===== src/hw/rtl/bge_pkg.sv =====
// Shared types, action codes and sizes of the bit-vector gate evaluator.
package bge_pkg;

   localparam int WORD_BITS = 64;
   localparam int OFF_BITS  = 16;
   localparam int CNT_BITS  = 7;
   localparam int ACT_BITS  = 4;

   localparam logic [ACT_BITS-1:0] ACT_COPY   = 4'd0;
   localparam logic [ACT_BITS-1:0] ACT_NOT    = 4'd1;
   localparam logic [ACT_BITS-1:0] ACT_AND    = 4'd2;
   localparam logic [ACT_BITS-1:0] ACT_NAND   = 4'd3;
   localparam logic [ACT_BITS-1:0] ACT_OR     = 4'd4;
   localparam logic [ACT_BITS-1:0] ACT_NOR    = 4'd5;
   localparam logic [ACT_BITS-1:0] ACT_XOR    = 4'd6;
   localparam logic [ACT_BITS-1:0] ACT_XNOR   = 4'd7;
   localparam logic [ACT_BITS-1:0] ACT_DLATCH = 4'd8;
   localparam logic [ACT_BITS-1:0] ACT_LOAD   = 4'd9;
   localparam logic [ACT_BITS-1:0] ACT_READ   = 4'd10;

   typedef enum logic [3:0] {
      ST_CLEAR,
      ST_IDLE,
      ST_MOD,
      ST_RDAB,
      ST_RDC,
      ST_WR,
      ST_LOAD,
      ST_RDW,
      ST_RDW_WAIT,
      ST_DONE
   } state_type;

   // controller -> datapath
   typedef struct packed {
      logic capture;
      logic clr_en;
      logic mod_step;
      logic rd_ab;
      logic rd_c;
      logic wr_bit;
      logic load_wr;
      logic rd_word;
      logic rd_word_cap;
      logic finish;
   } cmd_type;

   // datapath -> controller
   typedef struct packed {
      logic clr_last;
      logic mod_last;
      logic bit_last;
      logic n_zero;
      logic is_gate;
      logic is_load;
      logic is_read;
      logic out_free;
   } status_type;

endpackage


===== src/hw/rtl/bge_ctrl.sv =====
// Sequencer of the gate evaluator: clear pass, offset wrap, bit loop or word load/read, result.
module bge_ctrl import bge_pkg::*; (
   input  logic       clock,
   input  logic       reset,
   input  logic       req_tvalid,
   output logic       req_tready,
   input  status_type status,
   output cmd_type    cmd
);

   state_type state_ff, state_in;

   // state register
   always_ff @(posedge clock) begin
      if (reset) begin
         state_ff <= ST_CLEAR;
      end else begin
         state_ff <= state_in;
      end
   end

   // next state and commands
   always_comb begin
      state_in   = state_ff;
      cmd        = '0;
      req_tready = 1'b0;
      unique case (state_ff)
         ST_CLEAR: begin
            cmd.clr_en = 1'b1;
            if (status.clr_last) state_in = ST_IDLE;
         end
         ST_IDLE: begin
            req_tready = 1'b1;
            if (req_tvalid) begin
               cmd.capture = 1'b1;
               state_in    = ST_MOD;
            end
         end
         ST_MOD: begin
            cmd.mod_step = 1'b1;
            if (status.mod_last) begin
               priority if (status.is_gate) begin
                  state_in = status.n_zero ? ST_DONE : ST_RDAB;
               end else if (status.is_load) begin
                  state_in = ST_LOAD;
               end else if (status.is_read) begin
                  state_in = ST_RDW;
               end else begin
                  state_in = ST_DONE;
               end
            end
         end
         ST_RDAB: begin
            cmd.rd_ab = 1'b1;
            state_in  = ST_RDC;
         end
         ST_RDC: begin
            cmd.rd_c = 1'b1;
            state_in = ST_WR;
         end
         ST_WR: begin
            cmd.wr_bit = 1'b1;
            state_in   = status.bit_last ? ST_DONE : ST_RDAB;
         end
         ST_LOAD: begin
            cmd.load_wr = 1'b1;
            state_in    = ST_DONE;
         end
         ST_RDW: begin
            cmd.rd_word = 1'b1;
            state_in    = ST_RDW_WAIT;
         end
         ST_RDW_WAIT: begin
            cmd.rd_word_cap = 1'b1;
            state_in        = ST_DONE;
         end
         ST_DONE: begin
            if (status.out_free) begin
               cmd.finish = 1'b1;
               state_in   = ST_IDLE;
            end
         end
         default: state_in = ST_IDLE;
      endcase
   end

endmodule


===== config.mk =====
export PLATFORM = sky130hd
export DESIGN_NAME = bge_ctrl
export DESIGN_NICKNAME = d
export VERILOG_FILES = /design/src/hw/rtl/bge_pkg.sv /design/src/hw/rtl/bge_ctrl.sv
export SDC_FILE = /design/constraint.sdc
export NUM_CORES = 1
export LEC_CHECK = 0
export ABC_AREA = 1
export BUFFER_PORTS_ARGS = -buffer_cell sky130_fd_sc_hd__buf_2
export CAP_MARGIN = 20
export CORE_AREA = 2 2 39 41
export CTS_CLUSTER_SIZE = 40
export DETAILED_ROUTE_END_ITERATION = 10
export DIE_AREA = 0 0 41 43
export PLACE_DENSITY = 0.62
export SYNTH_ARGS = -nofsm -noshare
export SYNTH_HDL_FRONTEND = slang
export SYNTH_SLANG_ARGS = --single-unit
export TNS_END_PERCENT = 30

===== constraint.sdc =====
create_clock -name clock -period 1.9 [get_ports clock]
set_input_delay 0.095 -clock clock [delete_from_list [all_inputs] [get_ports clock]]
set_output_delay 0.095 -clock clock [all_outputs]
set_load 0.02 [all_outputs]

==> impl_metrics.ini <==
[status]
status = finished, final reports clean

[synthesis]
yosys.cell_types.count = 19
synth.net_count = 82
yosys_warnings = 0
synthCells = 71
synth_top_cell_area_share = 0.1981
yosys_register_bits = 4
post_synth.cell_area_avg_um2 = 5.692
synth_area_um2 = 404.1
ys_top_cells_by_area = dfxtp_1 (20%), nand2_1 (18%), nor2_1 (14%), inv_1 (6.5%), nor2_2 (6.2%)
synth-seq-area-share = 0.1981
synth_largest_area_cell = dfxtp_1

[timing]
setup_violations = 0
fin_setup_tns_ns = 0
report.final.slew_viol_count = 0
relSlewSlack = 0.8346
finalHoldViolations = 0
min_period_ns = 1.310
skew_ns = 0.001837
rsz0062_at_grt = no
fmax_ghz = 0.7635
worst-slew-pin-transition_ns = 0.2462
period_share = 0.6893

[place]
finalWeightedCongestion = 0.8231
place_hpwl_um = 890.9
placement.io_buffers = 21

[global_route]
grt_antenna_before_repair = 0
grt_first_pass_wirelength_um = 1828
grt_max_degree = 7
grtUsageMet3 = 0.01571
gr-usage-met2 = 0.2344
track_usage = 0.1434
grt_busiest_layer = met2
grt_pass1_vias = 484
use_met1 = 0.1891
grt_overflow_total = 0

[clocking]
clock_sinks = 4
cts_hold_buffers = 0
clockRootBuffer = clkbuf_4
cts.repair_timing.setup_buffer_count = 0
htreeDepth = 1
insertion_delay_ns = 0.23
clkTransAtPathRegs_ns = 0.04
cts_buffer_depth = 2
cts_tree = built
cts_buffers = 3
cts_resized = 0

[route]
drtIter0Drc = 3
drt-pass1-iter-count = 3
drcViolationCount = 0
viasPerCell = 4.568
routed_wl_um = 1062
drt.antenna.violating_nets = 0
num_vias = 507
wl_per_cell_um = 9.568

[die]
dieWidth_um = 41
coreArea_um2 = 1384
io_pins = 22
die_h_um = 43
start_util = 0.2920
row_count = 14
fp.dieArea_um2 = 1763

[power]
finalPower_mw = 0.5290
ir_worst_vdd_mv = 0.2747
p_leak_nw = 0.2942
powerDensity_nw_per_um2 = 958.8

[worst_setup_path]
crit_type = flop to output pin
worstPathRequired_ns = 1.80
endpoint_kind = output pin
start_kind = flop
cp_max_fo = 5
cp.arrival_ns = 1.21

[final_layout]
final_layout_size_suffix_gt1_frac = 0.3895
multi_input_area_um2 = 284.0
syn_to_final_growth_pct = 36.53
regArea_um2 = 80.08
largest_reg_flops = 4
n_fill_cell = 159
reg.largest.list = state_ff (4)
nets = 108
diodes = 0
regMostFlops = state_ff

[hold_path]
hold_path.class = input pin to flop

[run]
max_cap_viol_count = 0
## layout by cell type, fill, tap and decap left out
master / Yosys / layout
buf_2: 0 / 21
nor2_1: 15 / 15
nand3_2: 1 / 1
nor2_2: 4 / 4
or2_1: 1 / 1
clkbuf_4: 0 / 3
o21ai_0: 1 / 1
inv_4: 1 / 1
nand3_1: 4 / 4
dfxtp_1: 4 / 4
nand3b_1: 1 / 1
nand2_1: 19 / 19
nor3b_2: 1 / 1
o211ai_1: 1 / 1
a21oi_2: 1 / 1
inv_2: 2 / 2
inv_1: 7 / 7
nand2_2: 1 / 1
a21oi_1: 2 / 2
nor3_1: 3 / 3
nor2_4: 2 / 2
## cell families (layout without fill, tap and decap cells)
family / count (synthesis) / after routing / share of synthesized area
flip-flops: 4 / 4 / 0.1982
buffers and inverters: 10 / 34 / 0.09910
AO/OA/AOI/OAI: 5 / 5 / 0.07740
AND/OR/NAND/NOR: 52 / 52 / 0.6254
## stage by stage
stage,setup WS (ns),cells,utilization,cell area (um2),hold slack [ns]
final,0.5903,111,0.3987,551.8,0.08065
after global routing,0.5174,111,0.3987,551.8,0.07715
after CTS,0.5930,111,0.3987,551.8,0.07302
after detailed placement,0.7106,108,0.3825,529.3,0.3107
after global placement,0.6784,108,0.3825,529.3,0.3115
after floorplan,0.6797,71,-,404.1,0.1574
## cell type report
class                   count  area share
clock buffers               3     0.04082
inverters                  10     0.07256
multi-input cells          57      0.5147
flip-flops and latches      4      0.1451
well taps                  16     0.03628
repair buffers             21      0.1905
## per-layer routing
| layer | vias to the layer above | part of all wire |
|---|---|---|
| met5 | - | 0 |
| met1 | 222 | 0.48 |
| met3 | 0 | 0.038 |
| met4 | 0 | 0 |
| li1 | 271 | - |
| met2 | 14 | 0.48 |
## worst max-delay path: stages (launching register included)
cell and delay (ns):
dfxtp_1 0.44, nand2_1 0.16, nor3_1 0.20, buf_2 0.19
## cell usage after synthesis
| master | n |
|---|---|
| nand2_1 | 19 |
| nor2_1 | 15 |
| inv_1 | 7 |
| dfxtp_1 | 4 |
| nand3_1 | 4 |
| nor2_2 | 4 |
| nor3_1 | 3 |
| a21oi_1 | 2 |
| inv_2 | 2 |
| nor2_4 | 2 |
| a21oi_2 | 1 |
| inv_4 | 1 |
| nand2_2 | 1 |
| nand3_2 | 1 |
| nand3b_1 | 1 |
| nor3b_2 | 1 |
| o211ai_1 | 1 |
| o21ai_0 | 1 |
| or2_1 | 1 |
## power breakdown
part | switching (mW) | leakage [nW] | internal (mW)
clock | 0.0299 | 0.0138 | 0.0704
combinational | 0.195 | 0.248 | 0.105
sequential | 0.0275 | 0.0327 | 0.101
## worst paths after layout
| path | from | endpoint | slack [ns] | cells after the start |
|---|---|---|---|---|
| hold / removal | reset | state_ff[1] | 0.08 | 2 |
| hold reg to reg | state_ff[3] | state_ff[1] | 0.66 | 3 |
| setup / recovery | state_ff[0] | cmd[0] | 0.59 | 3 |
| setup reg to reg | state_ff[1] | state_ff[2] | 0.72 | 5 |
(Power assumes the default switching activity.)
